--- src/rtl/assert_macros.svh ---
// ----------------------------------------------------------------------------
// assert_macros.svh
// Assertion wrappers shared by the RTL; define ASSERT_OFF to drop them.
// ----------------------------------------------------------------------------
`ifndef ASSERT_MACROS_SVH
`define ASSERT_MACROS_SVH

`ifndef ASSERT_OFF
// prop must hold on every edge outside reset
`define ASSERT_ALWAYS(lbl, clk, rst, prop, msg) \
   lbl: assert property (@(posedge clk) disable iff (rst) (prop)) else $error(msg);
// cond must never be true outside reset
`define ASSERT_NEVER(lbl, clk, rst, cond, msg) \
   lbl: assert property (@(posedge clk) disable iff (rst) !(cond)) else $error(msg);
`else
`define ASSERT_ALWAYS(lbl, clk, rst, prop, msg)
`define ASSERT_NEVER(lbl, clk, rst, cond, msg)
`endif

`endif

--- src/rtl/i2cbs_pkg.sv ---
// ----------------------------------------------------------------------------
// i2cbs_pkg
// Types, codes and helpers for the I2C bus master bit sequencer.
// ----------------------------------------------------------------------------
package i2cbs_pkg;

   localparam int WAIT_COUNTER_BITS = 10;
   localparam int HALF_PERIOD_BITS  = 10;
   localparam logic [HALF_PERIOD_BITS-1:0] HALF_PERIOD_RESET = 10'd250;
   localparam logic [31:0] WAIT_MAX = (32'd1 << WAIT_COUNTER_BITS) - 32'd1;

   localparam int BYTE_BITS = 8;
   localparam logic [3:0] BITS_PER_BYTE = 4'd8;

   // command codes
   localparam logic [2:0] ACT_NONE    = 3'd0;
   localparam logic [2:0] ACT_START   = 3'd1;
   localparam logic [2:0] ACT_STOP    = 3'd2;
   localparam logic [2:0] ACT_SEND    = 3'd3;
   localparam logic [2:0] ACT_RECEIVE = 3'd4;

   typedef enum logic [3:0] {
      PH_IDLE,
      PH_S_SCLH,
      PH_S_SDAL,
      PH_S_SCLL,
      PH_P_SCLH,
      PH_P_SDAH,
      PH_P_END,
      PH_T_LOW,
      PH_T_HIGH,
      PH_TA_LOW,
      PH_TA_HIGH,
      PH_TA_SAMPLE,
      PH_R_HIGH,
      PH_R_SAMPLE,
      PH_RA_HIGH,
      PH_RA_END
   } phase_type;

   typedef struct packed {
      phase_type                     phase;
      logic [WAIT_COUNTER_BITS-1:0]  wait_cnt;
      logic [3:0]                    bits_left;
      logic [BYTE_BITS-1:0]          shift_byte;
      logic                          ack_to_send;
      logic                          scl_level;
      logic                          sda_level;
      logic [BYTE_BITS-1:0]          last_rx_byte;
      logic                          last_nack;
   } seq_state_type;

   localparam seq_state_type SEQ_STATE_RESET = '{
      phase:        PH_IDLE,
      wait_cnt:     '0,
      bits_left:    '0,
      shift_byte:   '0,
      ack_to_send:  1'b0,
      scl_level:    1'b1,
      sda_level:    1'b1,
      last_rx_byte: '0,
      last_nack:    1'b0
   };

   // half period as a wait count: zero counts as one, clipped to counter range
   function automatic logic [WAIT_COUNTER_BITS-1:0] wait_load(
      input logic [HALF_PERIOD_BITS-1:0] hp
   );
      logic [31:0] n;
      n = 32'(hp);
      if (n == 32'd0) n = 32'd1;
      if (n > WAIT_MAX) n = WAIT_MAX;
      return n[WAIT_COUNTER_BITS-1:0];
   endfunction

endpackage

--- src/rtl/i2cbs_step.sv ---
// ----------------------------------------------------------------------------
// i2cbs_step
// Next-state logic for one tick of the bit sequencer.
// ----------------------------------------------------------------------------
module i2cbs_step (
   input  i2cbs_pkg::seq_state_type                cur,
   input  logic [2:0]                              action,
   input  logic [7:0]                              tx_data,
   input  logic                                    master_ack,
   input  logic                                    sda_in,
   input  logic [i2cbs_pkg::HALF_PERIOD_BITS-1:0]  half_period,
   output i2cbs_pkg::seq_state_type                nxt,
   output logic                                    done
);
   import i2cbs_pkg::*;

   logic [WAIT_COUNTER_BITS-1:0] load_val;
   logic [WAIT_COUNTER_BITS-1:0] cnt_dec;
   logic [3:0]                   bits_dec;

   assign load_val = wait_load(half_period);
   assign cnt_dec  = (cur.wait_cnt != '0) ? cur.wait_cnt - 1'b1 : cur.wait_cnt;

   always_comb begin
      nxt      = cur;
      done     = 1'b0;
      bits_dec = (cur.bits_left != '0) ? cur.bits_left - 1'b1 : cur.bits_left;

      if (cur.phase != PH_IDLE) begin
         nxt.wait_cnt = cnt_dec;
         if (cnt_dec == '0) begin
            unique case (cur.phase)
               PH_S_SCLH: begin
                  nxt.scl_level = 1'b1; nxt.wait_cnt = load_val; nxt.phase = PH_S_SDAL;
               end
               PH_S_SDAL: begin
                  nxt.sda_level = 1'b0; nxt.wait_cnt = load_val; nxt.phase = PH_S_SCLL;
               end
               PH_S_SCLL: begin
                  nxt.scl_level = 1'b0; nxt.phase = PH_IDLE; done = 1'b1;
               end
               PH_P_SCLH: begin
                  nxt.scl_level = 1'b1; nxt.wait_cnt = load_val; nxt.phase = PH_P_SDAH;
               end
               PH_P_SDAH: begin
                  nxt.sda_level = 1'b1; nxt.wait_cnt = load_val; nxt.phase = PH_P_END;
               end
               PH_P_END: begin
                  nxt.phase = PH_IDLE; done = 1'b1;
               end
               PH_T_LOW: begin
                  nxt.scl_level  = 1'b0;
                  nxt.sda_level  = cur.shift_byte[BYTE_BITS-1];
                  nxt.shift_byte = {cur.shift_byte[BYTE_BITS-2:0], 1'b0};
                  nxt.bits_left  = bits_dec;
                  nxt.wait_cnt   = load_val;
                  nxt.phase      = PH_T_HIGH;
               end
               PH_T_HIGH: begin
                  nxt.scl_level = 1'b1;
                  nxt.wait_cnt  = load_val;
                  nxt.phase     = (cur.bits_left != '0) ? PH_T_LOW : PH_TA_LOW;
               end
               PH_TA_LOW: begin
                  nxt.scl_level = 1'b0; nxt.sda_level = 1'b1;
                  nxt.wait_cnt  = load_val; nxt.phase = PH_TA_HIGH;
               end
               PH_TA_HIGH: begin
                  nxt.scl_level = 1'b1; nxt.wait_cnt = load_val; nxt.phase = PH_TA_SAMPLE;
               end
               PH_TA_SAMPLE: begin
                  nxt.last_nack = sda_in;
                  nxt.scl_level = 1'b0;
                  nxt.phase     = PH_IDLE;
                  done          = 1'b1;
               end
               PH_R_HIGH: begin
                  nxt.scl_level = 1'b1; nxt.wait_cnt = load_val; nxt.phase = PH_R_SAMPLE;
               end
               PH_R_SAMPLE: begin
                  nxt.shift_byte = {cur.shift_byte[BYTE_BITS-2:0], sda_in};
                  nxt.bits_left  = bits_dec;
                  nxt.scl_level  = 1'b0;
                  nxt.wait_cnt   = load_val;
                  if (bits_dec != '0) begin
                     nxt.phase = PH_R_HIGH;
                  end else begin
                     nxt.sda_level = ~cur.ack_to_send;
                     nxt.phase     = PH_RA_HIGH;
                  end
               end
               PH_RA_HIGH: begin
                  nxt.scl_level = 1'b1; nxt.wait_cnt = load_val; nxt.phase = PH_RA_END;
               end
               PH_RA_END: begin
                  nxt.scl_level    = 1'b0;
                  nxt.last_rx_byte = cur.shift_byte;
                  nxt.phase        = PH_IDLE;
                  done             = 1'b1;
               end
               PH_IDLE: begin
                  nxt.phase = PH_IDLE;
               end
            endcase
         end
      end else begin
         // idle: take a new command, unknown codes do nothing
         unique case (action)
            ACT_START: begin
               nxt.sda_level = 1'b1; nxt.wait_cnt = load_val; nxt.phase = PH_S_SCLH;
            end
            ACT_STOP: begin
               nxt.sda_level = 1'b0; nxt.wait_cnt = load_val; nxt.phase = PH_P_SCLH;
            end
            ACT_SEND: begin
               // first bit changes SDA only
               nxt.sda_level  = tx_data[BYTE_BITS-1];
               nxt.shift_byte = {tx_data[BYTE_BITS-2:0], 1'b0};
               nxt.bits_left  = BITS_PER_BYTE - 1'b1;
               nxt.wait_cnt   = load_val;
               nxt.phase      = PH_T_HIGH;
            end
            ACT_RECEIVE: begin
               nxt.sda_level   = 1'b1;
               nxt.shift_byte  = '0;
               nxt.bits_left   = BITS_PER_BYTE;
               nxt.ack_to_send = master_ack;
               nxt.wait_cnt    = load_val;
               nxt.phase       = PH_R_HIGH;
            end
            default: begin
               nxt.phase = PH_IDLE;
            end
         endcase
      end
   end

endmodule

--- src/rtl/i2c_bus_master_bit_sequencer.sv ---
// Response: registered; the rsp transaction appears in the cycle after its req is accepted.
// Throughput: one transaction per cycle while rsp_tready is high; each transaction is one bus
//   tick and the tick's whole state update is a single pass of logic into the state regs.
// Reset: synchronous, active high; sequencer goes idle with SCL high, SDA
//   released, half period 250 ticks, rsp channel empty.
// ----------------------------------------------------------------------------
// i2c_bus_master_bit_sequencer
// I2C master that turns start/stop/send/receive commands into SCL/SDA levels.
// ----------------------------------------------------------------------------
`include "assert_macros.svh"

module i2c_bus_master_bit_sequencer (
   input  logic        clock,
   input  logic        reset,
   // config: half period in ticks
   input  logic        csr_we,
   input  logic [9:0]  csr_wdata,
   // request: one transaction per bus tick
   input  logic        req_tvalid,
   output logic        req_tready,
   input  logic [15:0] req_tdata,   // [7:0] tx_data, [8] master_ack, [9] sda_in, rest 0
   input  logic [2:0]  req_tuser,   // [2:0] action
   // response: pin levels and status after the tick
   output logic        rsp_tvalid,
   input  logic        rsp_tready,
   output logic [15:0] rsp_tdata    // [0] scl_out, [1] sda_release, [2] busy_res,
                                    // [3] done_res, [11:4] rx_data, [12] nack_seen, rest 0
);
   import i2cbs_pkg::*;

   seq_state_type                  state_ff, state_in;
   logic [HALF_PERIOD_BITS-1:0]    half_period_ff;
   logic                           rsp_valid_ff;
   logic [15:0]                    rsp_data_ff, rsp_data_in;
   logic                           done;
   logic                           req_accept;
   logic                           seq_idle;
   logic                           start_take;
   logic                           none_take;

   // output register frees up when taken, so a new tick can enter every cycle while rsp_tready is high
   assign req_tready = !rsp_valid_ff || rsp_tready;
   assign req_accept = req_tvalid && req_tready;

   i2cbs_step u_step (
      .cur         (state_ff),
      .action      (req_tuser),
      .tx_data     (req_tdata[7:0]),
      .master_ack  (req_tdata[8]),
      .sda_in      (req_tdata[9]),
      .half_period (half_period_ff),
      .nxt         (state_in),
      .done        (done)
   );

   // result is taken from the state after this tick
   assign rsp_data_in = {3'b000,
                         state_in.last_nack,
                         state_in.last_rx_byte,
                         done,
                         (state_in.phase != PH_IDLE),
                         state_in.sda_level,
                         state_in.scl_level};

   always_ff @(posedge clock) begin
      if (reset) begin
         half_period_ff <= HALF_PERIOD_RESET;
      end else if (csr_we) begin
         half_period_ff <= csr_wdata;
      end
   end

   always_ff @(posedge clock) begin
      if (reset) begin
         state_ff     <= SEQ_STATE_RESET;
         rsp_valid_ff <= 1'b0;
      end else if (req_accept) begin
         state_ff     <= state_in;
         rsp_valid_ff <= 1'b1;
      end else if (rsp_tready) begin
         rsp_valid_ff <= 1'b0;
      end
   end

   // payload, no reset
   always_ff @(posedge clock) begin
      if (req_accept) begin
         rsp_data_ff <= rsp_data_in;
      end
   end

   assign rsp_tvalid = rsp_valid_ff;
   assign rsp_tdata  = rsp_data_ff;

   // shorthands for the checks below
   assign seq_idle   = (state_ff.phase == PH_IDLE);
   assign start_take = req_accept && seq_idle && (req_tuser == ACT_START);
   assign none_take  = req_accept && seq_idle && (req_tuser == ACT_NONE);

   // a busy sequencer always has a wait loaded
   `ASSERT_NEVER(a_busy_wait, clock, reset, !seq_idle && (state_ff.wait_cnt == '0), "no wait")
   // bit counter never exceeds one byte
   `ASSERT_NEVER(a_bits_range, clock, reset, state_ff.bits_left > BITS_PER_BYTE, "bits range")
   // start from idle enters the SCL-high step
   `ASSERT_ALWAYS(a_start_entry, clock, reset, start_take |=> (state_ff.phase == PH_S_SCLH), "no start")
   // no command from idle leaves the sequencer idle
   `ASSERT_ALWAYS(a_idle_hold, clock, reset, none_take |=> seq_idle, "idle left without command")

endmodule

--- config.mk ---
export PLATFORM = sky130hd
export DESIGN_NAME = i2c_bus_master_bit_sequencer
export DESIGN_NICKNAME = d
export VERILOG_FILES = /design/src/rtl/i2cbs_pkg.sv /design/src/rtl/i2cbs_step.sv /design/src/rtl/i2c_bus_master_bit_sequencer.sv
export VERILOG_INCLUDE_DIRS = /design/src /design/src/rtl
export SDC_FILE = /design/constraint.sdc
export NUM_CORES = 1
export LEC_CHECK = 0
export BUFFER_PORTS_ARGS = -buffer_cell sky130_fd_sc_hd__buf_2
export CAP_MARGIN = 20
export CELL_PAD_IN_SITES_DETAIL_PLACEMENT = 0
export CELL_PAD_IN_SITES_GLOBAL_PLACEMENT = 1
export CORE_ASPECT_RATIO = 0.6
export CORE_MARGIN = 1
export CORE_UTILIZATION = 26
export DETAILED_ROUTE_END_ITERATION = 10
export PLACE_DENSITY = 0.54
export SKIP_LAST_GASP = 1
export SLEW_MARGIN = 10
export SYNTH_ARGS = -nofsm -noshare
export SYNTH_HDL_FRONTEND = slang
export SYNTH_SLANG_ARGS = --single-unit
--- constraint.sdc ---
create_clock -name clock -period 5 [get_ports clock]
set_input_delay 0.5 -clock clock [delete_from_list [all_inputs] [get_ports clock]]
set_output_delay 0.5 -clock clock [all_outputs]
set_load 0.02 [all_outputs]
==> Yosys cells after proc, flatten, opt, wreduce, memory -nomap -nowiden <==
Cells that the tools add are included.
{ "totals": {"ff_bits": 62, "latchBits": 0, "ramBits": 0, "romBits": 0, "inputBits": 34, "output_inout_bits": 18, "word_cells": 92, "n_memories": 0} }
{ "op_classes": {"n_addsub": 2, "n_mul": 0, "div": 0, "n_lt_le_gt_ge": 1, "eq_ne": 21, "shift": 0, "mux": 27, "bitwise": 2, "reduce_logical": 26} }
{ "ops": {"columns": ["op", "n"], "rows": [
  ["$mux W26", 2],
  ["$mux W10", 5],
  ["$pmux W12 S2", 2],
  ["$pmux W4 S12", 1],
  ["$eq A4 B4 Y1 const B", 8],
  ["$logic_not A10 Y1", 2],
  ["$eq A4 B3 Y1 const B", 4],
  ["$pmux W4 S4", 1],
  ["$reduce_bool A4 Y1", 4],
  ["$reduce_or A6 Y1", 2],
  ["$mux W11", 1],
  ["$reduce_or A11 Y1", 1],
  ["$gt A10 B10 Y1 const B", 1],
  ["$reduce_bool A10 Y1", 1],
  ["$sub A10 B1 Y10 const B", 1],
  ["$mux W9", 1],
  ["$eq A4 B2 Y1 const B", 2],
  ["$mux W4", 2],
  ["$mux W8", 1],
  ["$reduce_or A4 Y1", 2],
  ["$mux W1", 7],
  ["$eq A3 B2 Y1 const B", 2],
  ["$reduce_or A5 Y1", 1],
  ["$eq A4 B1 Y1 const B", 1],
  ["20 further kinds", 24]
]} }

==> Longest topological paths before layout <==
Gate-level depths: netlist of run 1.
{ "logic_depth": {"depth_word": 8, "mapped_depth": 13, "mapped_depth_nobuf": 10} }

==> Modules after synthesis <==
From an unflattened synthesis of run 1, not the netlist that was laid out.
{ "unflattened": {"cells_unflattened": 487, "area_unflattened_um2": 4189.0} }
{ "modules_own_cells": {"columns": ["mod", "instances", "cells_each", "area_per_inst_um2", "seq_area_each_um2"], "rows": [
  ["i2c_bus_master_bit_sequencer", 1, 229, 2556.2, 1371.3],
  ["i2cbs_step", 1, 258, 1632.8, 0.0]
]} }

==> Least setup slack after synthesis of run 1 <==
Ideal clock, no wire load.
{ "synth_path": {"path_type": "register to register", "start": "register state_ff[24] in the netlist's numbering", "end": "register state_ff[29] in the netlist's numbering", "setup_time_ns": 0.122, "arrival_time_ns": 2.913, "t_required_ns": 4.878, "setup_slack_ns": 1.965, "stages_incl_launch_ff": 13, "path_buffers": 2, "synth_period_minus_slack_ns": 3.035, "path_cell_list": "dfxtp_1 -> inv_1 -> ha_1 -> or4b_1 -> buf_2 -> or3_1 -> nand3_2 -> a21oi_2 -> and4_4 -> or3_1 -> buf_2 -> and4_1 -> a311o_1"} }
{ "synth_between": {"elab_chain_cells": 5, "word_cells_on_any_way": 7, "cone_classes": "1 x add/sub; 4 x mux; 2 x reduce/logical"} }
{ "synth_rtl": {"columns": ["element", "line", "text"], "rows": [
  ["start: declaration", "i2c_bus_master_bit_sequencer.sv:31", "seq_state_type state_ff, state_in;"],
  ["start signal: assignment", "i2c_bus_master_bit_sequencer.sv:78", "state_ff <= state_in;"],
  ["$sub A10 B1 Y10 / $reduce_bool A10 Y1 (equally long branches)", "i2cbs_step.sv:22", "assign cnt_dec = (cur.wait_cnt != '0) ? cur.wait_cnt - 1'b1 : cur.wait_cnt;"],
  ["$mux W10 *", "i2cbs_step.sv:22", null],
  ["$logic_not A10 Y1 / $mux W10 (equally long branches)", "i2cbs_step.sv:31, i2cbs_step.sv:32", null],
  ["$mux W26 *", "i2cbs_step.sv:31", "if (cnt_dec == '0) begin"],
  ["$mux W26 *", "i2cbs_step.sv:29", "if (cur.phase != PH_IDLE) begin"]
]} }
Every way passes the cells marked *; elsewhere a longest branch is shown, timed or not. The select of a mux whose other input is x is not followed.
A chain may end at the register's enable or synchronous reset.

==> Worst setup path after layout of run 1 <==
{ "layout_path": {"start": "register state_ff[24] in the netlist's numbering", "end": "register state_ff[27] in the netlist's numbering"} }
The elaborated chain is that of the path after synthesis.

==> metrics.txt, run 1 <==
outcome complete, no violations; placer congestion estimate 0.830; Die Ht 90.7 um; Routed Antenna Nets 0; Final Hold Vio Count 0; LEAKAGE 1.55 nW; nets@finish 480; EDFF count, synth 13; sum of net half-perimeters after detailed placement 7090 um; initial antenna violation count 0; post-detailed-route wirelength per cell 16.0 um; CTS Root Cell clkbuf_16; RSZ-0062 raised after global routing false; Vias per Instance 5.02; Starting Density 27.5%; WL final 9810 um; DRC 0; clock-pin slew of the registers on the worst-case setup and hold paths 0.05 ns; Worst Path Max Fanout 15; biggest area contributors in the synthesized netlist dfxtp_1 (29%), edfxtp_1 (11%), mux2i_1 (6.7%); count of buffers added by post-CTS timing repair for setup 0; slew margin rel. 36.8%; transition time at the pin with the least slew margin 0.948 ns; GRT Overall Usage 15.2%; crit share post-route 76.0%; Avg Cell Area, Syn 8.40 um2; final setup TNS 0 ns; placement-stage worst setup slack 1.28 ns; largest area contributor in the netlist dfxtp_1; worst setup path class reg2reg; achievable frequency 263 MHz; pin count of the biggest net entering global routing 45; Data arrival, critical path 4.02 ns; Critical Path Slowest Stage Cell nor4b_2; number of rows created at floorplan 31; post-synthesis cell type count 59; H-tree depth 3; clk sinks 62; relative area change from synthesis to final layout 18.8%; share of the yosys chip area belonging to registers 40.2%; number of vias after detailed routing 3085; CTS tree done; share of synthesized registers carrying an async set or reset 0%; post-layout minimum cycle time 3.80 ns; die area 13600 um2; area share of the largest cell type after synthesis 28.8%; core region area 12400 um2; Port-buffer cells 42; number of setup violations in the final report 0; cts-stage hold buffer count 0; gate count of the mapped netlist 406; drt first-iter violations 228; Critical Path Start Type flip-flop; FF+latch count, synth 62; worst-skew pair later-pin latency 0.33 ns; pwr dens 365 nW/um2; most frequent cells in the layout nor2_1 (59), dfxtp_1 (49), buf_2 (43); top-level port count 52; clk buf depth 2; vias in the first global route 2895; Ant. Diodes 0; Post-synth top flop dfxtp_1; stage delay of the slowest cell on the critical path 0.58 ns; type of destination of the critical path flip-flop; max capacitance violation total 0; post-synth design cell area 3410 um2; remaining global-route overflow 0; Setup Skew 0.00725 ns; fraction of final layout cells with drive strength greater than 1 18.3%; most common library cell in the layout ignoring fill and taps nor2_1; die width 150 um; CTS Buf Count 9; Yosys Warn Count 0; fin worst setup slack 1.20 ns; cell chain of the critical path inv_1 -> ha_1 -> nor4b_2 -> a21oi_1 -> mux2_2 -> nor4_1 -> and3_1 -> or3_1 -> mux2_4 -> a32o_1; Final Max Tran Viols 0; classification of the worst-slack hold path in2reg; PostCTS Resize Cnt 0; Detailed Routing Iterations Pass 1 5; global-route wire length before repair 15700 um; IR Drop Worst-Case VDD 0.000182 V; worst path required time 5.22 ns
-- worst max-delay path, delay by kind of cell, from the launching register on --
family,cells,cell delay (ns)
and+or+nand+nor,4,1.87
adders and majority gates,1,0.29
muxes,2,0.69
DFF,1,0.40
buffers and inverters,1,0.11
AOI/OAI and AO/OA,2,0.32
-- stage by stage --
stage / utilization (%) / instance area, um2 / power (mW) / hold slack [ns] / instances
2_1_floorplan: - / 3420 / 0.810 / 0.436 / 408
3_3_place_gp: 30.4 / 3770 / 0.906 / 0.451 / 597
5_1_grt: 32.6 / 4050 / 1.55 / 0.387 / 614
3_5_place_dp: 30.4 / 3770 / 0.902 / 0.453 / 597
6_report: 32.6 / 4050 / 1.48 / 0.389 / 614
4_1_cts: 32.6 / 4050 / 1.49 / 0.382 / 613
-- state kept, by name, summed over array words and instances, names as in the netlist --
register	cells
state_ff	38
half_period_ff	10
rsp_tdata	13
rsp_tvalid	1
-- path summary, 6_finish.rpt --
kind,cells after the start,start,slack [ns],end
setup reg to reg,10,state_ff[24]$_SDFFE_PP0P_,1.20,state_ff[27]$_SDFFE_PP0P_
setup / recovery,10,state_ff[24]$_SDFFE_PP0P_,1.20,state_ff[27]$_SDFFE_PP0P_
hold reg to reg,2,state_ff[11]$_SDFFE_PP0P_,0.46,state_ff[11]$_SDFFE_PP0P_
hold / removal,3,csr_wdata[1],0.39,half_period_ff[1]$_SDFFE_PP1P_
-- synth_stat cells (all sizes together) (2+ instances only) --
library cell  instances
nand3b                2
nor4                  7
ha                    2
or4                   2
mux2                 12
nand2b                5
o22ai                 5
buf                   8
dfxtp                49
nor3                 26
a31oi                 7
a21oi                26
and4                  4
nand3                12
nand4                 3
a311o                 3
edfxtp               13
inv                  14
o211ai                2
nand2                37
clkbuf               15
o32ai                 3
o31ai                 3
a221oi                8
nor2                 59
a211oi                4
and2                  2
and3                  2
xnor2                 3
or3                   3
a22oi                 2
mux2i                23
nor2b                 5
a21o                  2
o21ai                19
-- logic make-up (layout without fill, tap and decap cells) --
group | count (synthesis) | after routing | synth area share [%]
flip-flops | 62 | 62 | 40.2
buffers and inverters | 38 | 79 | 4.73
other | 1 | 3 | 0.110
multiplexers | 35 | 35 | 10.8
AND/OR/NAND/NOR | 173 | 173 | 25.0
XOR/XNOR | 4 | 4 | 1.03
AO/OA/AOI/OAI | 91 | 91 | 17.4
adder cells (fa/ha/maj) | 2 | 2 | 0.734
-- per-layer routing --
metal	up-vias	global-route usage (%)	share of wire, %
met5	-	0	0
met4	0	4.88	1.1
met3	9	3.54	4.8
met2	81	18.8	36
met1	1430	24.3	58
li1	1565	-	-
-- where the power goes --
part | leakage [nW] | switching, mW | internal [mW]
Clock | 0.136 | 0.222 | 0.362
Sequential | 0.529 | 0.0382 | 0.541
Combinational | 0.889 | 0.198 | 0.118
Total | 1.55 | 0.458 | 1.02
-- cell type report --
cell class | count | area [um2]
repair buffers | 48 | 253
clock buffers | 13 | 260
multi-input cells | 308 | 1890
well taps | 165 | 206
inverters | 15 | 56.3
flip-flops and latches | 62 | 1370
fillers | 1341 | 8360
clock inverters | 3 | 18.8
Power figures use the tool's default switching activity.
==> inputs of run 2 (changes only) <==
ABC_AREA = 1   (was not set)
PLACE_DENSITY = 0.58   (was 0.54)
clock period = 3.4 ns   (was 5 ns; I/O delays follow)
==> metrics.txt, run 2 <==
final total power 2.43 mW; Final Cell Area 4500 um2; gate family responsible for the most delay along the worst path simple AND/OR/NAND/NOR gates; remaining global-route overflow 0; post-layout minimum cycle time 2.82 ns; achievable frequency 355 MHz; share of synthesized registers carrying an async set or reset 0%; gate count of the mapped netlist 597; flip-flop count of the largest register, all copies and words added 38; register with the most flip-flops state_ff; most frequent cells in the layout nand2_1 (163), nor2_1 (73), inv_1 (65); Worst Path Max Fanout 13; outcome complete, no violations; fraction of final layout cells with drive strength greater than 1 16.2%; pwr dens 540 nW/um2; transition time at the pin with the least slew margin 0.900 ns; Final Max Tran Viols 0; RSZ-0062 raised after global routing false; clk buf depth 2; DRC 0; drt first-iter violations 317; worst path required time 3.67 ns; Starting Density 26.6%; filler cell count 1619; Detailed Routing Iterations Pass 1 5; count of buffers added by post-CTS timing repair for setup 0; placed standard-cell area 4230 um2; initial antenna violation count 0; GRT Overall Usage 15.9%; CTS Buf Count 9; CTS tree done; WL final 11900 um; Post-synth top flop dfxtp_1; post-detailed-route wirelength per cell 14.2 um; relative area change from synthesis to final layout 16.8%; worst-skew pair later-pin latency 0.33 ns; slew margin rel. 39.9%; post-synth design cell area 3850 um2; PostCTS Resize Cnt 0; Critical Path Slowest Stage Cell nand3_1; post-synthesis cell type count 37; post-route core utilization 31.1%; LEAKAGE 2.15 nW; buffers plus inverters on the worst setup path 1; core region area 14500 um2; Ant. Diodes 0; Final Hold Vio Count 0; Die Ht 96.3 um; number of vias after detailed routing 3839; die width 159 um; placer congestion estimate 0.877; Yosys Warn Count 0; die area 15300 um2; biggest area contributors in the synthesized netlist dfxtp_1 (25%), nand2_1 (16%), edfxtp_1 (10%); cell chain of the critical path inv_2 -> ha_1 -> nand2_1 -> nor2_2 -> nand3_2 -> nand2_2 -> o21ai_0 -> a21oi_1 -> nand3_1 -> o21ai_0 -> nor2_1 -> nor2_1; cts-stage hold buffer count 0; commonest cells in the synthesized netlist nand2_1 (163), nor2_1 (73), inv_1 (65); clock-pin slew of the registers on the worst-case setup and hold paths 0.06 ns; number of rows created at floorplan 34; largest area contributor in the netlist dfxtp_1; stage delay of the slowest cell on the critical path 0.46 ns; most used standard cell by instance count after synthesis nand2_1; worst setup path class reg2reg; classification of the worst-slack hold path in2reg; CTS Root Cell clkbuf_16; final setup TNS 0 ns; Critical Path Start Type flip-flop; top-level port count 52; max capacitance violation total 0; sum of net half-perimeters after detailed placement 8690 um; Routed Antenna Nets 0; type of destination of the critical path flip-flop; Setup Skew 0.00802 ns; EDFF count, synth 13; crit share post-route 82.9%; FF+latch count, synth 62; pin count of the biggest net entering global routing 28; most common library cell in the layout ignoring fill and taps nand2_1; area share of the largest cell type after synthesis 25.5%; Port-buffer cells 42; Data arrival, critical path 3.09 ns; Vias per Instance 4.58; H-tree depth 3; clk sinks 62; vias in the first global route 3331; number of setup violations in the final report 0; share of the yosys chip area belonging to registers 35.6%; nets@finish 672; Avg Cell Area, Syn 6.46 um2; IR Drop Worst-Case VDD 0.000185 V; global-route wire length before repair 18400 um; worst hold slack 0.230 ns
## run 2: path summary, 6_finish.rpt
check,from,to,slack [ns],depth (start not counted)
max,state_ff[24]$_SDFFE_PP0P_,state_ff[18]$_SDFFE_PP0P_,0.58,12
min,csr_wdata[3],half_period_ff[3]$_SDFFE_PP1P_,0.23,3
max reg2reg,state_ff[24]$_SDFFE_PP0P_,state_ff[18]$_SDFFE_PP0P_,0.58,12
min reg2reg,state_ff[11]$_SDFFE_PP0P_,state_ff[11]$_SDFFE_PP0P_,0.48,2
## run 2: cell families after synthesis
family / Yosys count / synth area share (%)
multiplexers: 1 / 0.292
other: 1 / 0.0973
AND/OR/NAND/NOR: 305 / 33.9
flip-flops: 62 / 35.6
XOR/XNOR: 4 / 0.909
buffers and inverters: 100 / 11.3
AO/OA/AOI/OAI: 122 / 17.3
adder cells (fa/ha/maj): 2 / 0.649
## run 2: metal layers
layer  wire length [um]  vias to the layer above  share of wire (%)  GRT usage, %
met2               4390                       85                 37          21.8
met1               6890                     1753                 58          24.3
met3                538                        8                4.5          3.83
met5                  0                        -                  0             0
met4                 73                        0               0.61          3.61
li1                   -                     1993                  -             -
## run 2: layout make-up
class	count	area [um2]	area share, %
Clock inverter	4	23.8	0.528
Timing Repair Buffer	50	270	6.00
Inverter	76	285	6.34
Multi-Input combinational cell	437	2060	45.7
Clock buffer	12	246	5.48
Sequential cell	62	1370	30.5
Tap cell	198	248	5.50
## run 2: through the flow
| stage | worst slack [ns] | instances |
|---|---|---|
| 6_report | 0.580 | 839 |
| 5_1_grt | 0.245 | 839 |
| 4_1_cts | 0.586 | 839 |
| 3_5_place_dp | 0.609 | 823 |
| 3_3_place_gp | 0.644 | 823 |
| 2_1_floorplan | 1.19 | 599 |
## run 2: power by group
| group | internal, mW | switching, mW | total (mW) |
|---|---|---|---|
| clock | 0.511 | 0.348 | 0.859 |
| combinational | 0.220 | 0.491 | 0.712 |
| sequential | 0.812 | 0.0472 | 0.859 |
## run 2: worst min-delay path, stage by stage
cell     delay (ns)
buf_2          0.07
nand2_1        0.04
nand3_1        0.08
==> inputs of run 3 (changes only) <==
clock period = 2.5 ns   (was 3.4 ns; I/O delays follow)
==> metrics.txt, run 3 (synthesized netlist as in run 2, its figures left out) <==
register with the most flip-flops state_ff; most common library cell in the layout ignoring fill and taps nand2_1; final total power 3.40 mW; fin worst setup slack 0.135 ns; Ant. Diodes 0; achievable frequency 423 MHz; max capacitance violation total 0; placer congestion estimate 0.876; clk buf depth 2; Critical Path Start Type flip-flop; top-level port count 52; die width 159 um; Data arrival, critical path 2.45 ns; final standard cell count with taps included and fillers excluded 852; placed standard-cell area 4330 um2; sum of net half-perimeters after detailed placement 8760 um; CTS Buf Count 9; final setup TNS 0 ns; fraction of final layout cells with drive strength greater than 1 19.1%; WL final 12000 um; slew margin rel. 41.5%; cts-stage hold buffer count 0; LEAKAGE 2.23 nW; H-tree depth 3; type of destination of the critical path flip-flop; CTS tree done; Final Cell Area 4670 um2; number of cells in the design after placement 834; Routed Antenna Nets 0; Critical Path Slowest Stage Cell dfxtp_1; Detailed Routing Iterations Pass 1 4; pwr dens 728 nW/um2; cell chain of the critical path inv_1 -> ha_2 -> nand3_2 -> nor2_4 -> nand2_1 -> o21ai_1 -> nand3_1 -> nor3_4 -> nand2_4 -> nand2_1 -> nand3_1 -> nor2_2 -> nand2_1; die area 15300 um2; clock-pin slew of the registers on the worst-case setup and hold paths 0.06 ns; Starting Density 26.6%; classification of the worst-slack hold path in2reg; worst setup path class reg2reg; Final Hold Vio Count 0; IR Drop Worst-Case VDD 0.000249 V; Setup Skew 0.00641 ns; pin count of the biggest net entering global routing 27; initial antenna violation count 0; number of setup violations in the final report 0; outcome complete, no violations; most numerous cell on the critical path nand2_1; worst path required time 2.59 ns; nets@finish 685; crit share post-route 94.6%; flip-flop count of the largest register, all copies and words added 38; placement-stage worst setup slack -0.0659 ns; Final Max Tran Viols 0; Port-buffer cells 42; number of vias after detailed routing 3881; Die Ht 96.3 um; Worst Path Max Fanout 5; DRC 0; post-layout minimum cycle time 2.37 ns; worst-skew pair later-pin latency 0.33 ns; Vias per Instance 4.56; GRT Overall Usage 15.9%; stage delay of the slowest cell on the critical path 0.31 ns; number of rows created at floorplan 34; vias in the first global route 3319; remaining global-route overflow 0; global-route wire length before repair 18400 um; CTS Root Cell clkbuf_16; transition time at the pin with the least slew margin 0.877 ns; relative area change from synthesis to final layout 21.1%; clk sinks 62; drt first-iter violations 312; most frequent cells in the layout nand2_1 (160), nor2_1 (72), inv_1 (65); core region area 14500 um2; post-detailed-route wirelength per cell 14.1 um
## run 3: cell count changes in the layout (fill, tap and decap cells not counted), sizes merged
cell,previous run,this run
nand3,39,40
clkinv,6,5
buf,50,62
inv,74,75
## run 3: stage by stage
stage                     util [%]  hold WS, ns
after CTS                     31.8        0.122
after floorplan                  -        0.376
after detailed placement      29.9        0.469
final                         32.3        0.134
after global placement        29.9        0.465
after global routing          32.3        0.140
## run 3: routing by layer
metal | share of wire, % | track usage [%]
met1 | 57 | 25.1
met2 | 36 | 20.4
met3 | 6.5 | 3.88
met4 | 0.78 | 4.01
met5 | 0 | 0
## run 3: worst max-delay path: cells and delay by family (launching register included)
family,cells,cell delay (ns)
AO/OA/AOI/OAI,1,0.14
AND/OR/NAND/NOR,10,1.37
adder cells (fa/ha/maj),1,0.21
buffers and inverters,1,0.09
flip-flops,1,0.31
## run 3: what timing repair did
action                     4_1_cts  5_1_grt
setup endpoints to repair       15       19
cloned                           0        1
pin swaps                        0        3
buffers inserted                 0        1
gates resized for setup          2       13
## run 3: power by group
part / internal, mW / switching (mW)
clock: 0.694 / 0.474
sequential: 1.10 / 0.0665
combinational: 0.347 / 0.715
total: 2.15 / 1.26
## run 3: worst paths after layout
path,slack [ns],endpoint,cells after the start,start
worst max-delay path,0.13,rsp_tdata[2]$_DFFE_PP_,13,state_ff[25]$_SDFFE_PP0P_
worst min-delay path,0.13,half_period_ff[5]$_SDFFE_PP1P_,3,csr_wdata[5]
worst max register to register,0.13,rsp_tdata[2]$_DFFE_PP_,13,state_ff[25]$_SDFFE_PP0P_
worst min register to register,0.48,state_ff[11]$_SDFFE_PP0P_,2,state_ff[11]$_SDFFE_PP0P_
## run 3: cell type report
cell class	instances	area (um2)
Clock buffer	12	246
Clock inverter	4	21.3
Fill cell	1598	9800
Inverter	76	285
Multi-Input combinational cell	438	2120
Sequential cell	62	1370
Tap cell	198	248
Timing Repair Buffer	62	373
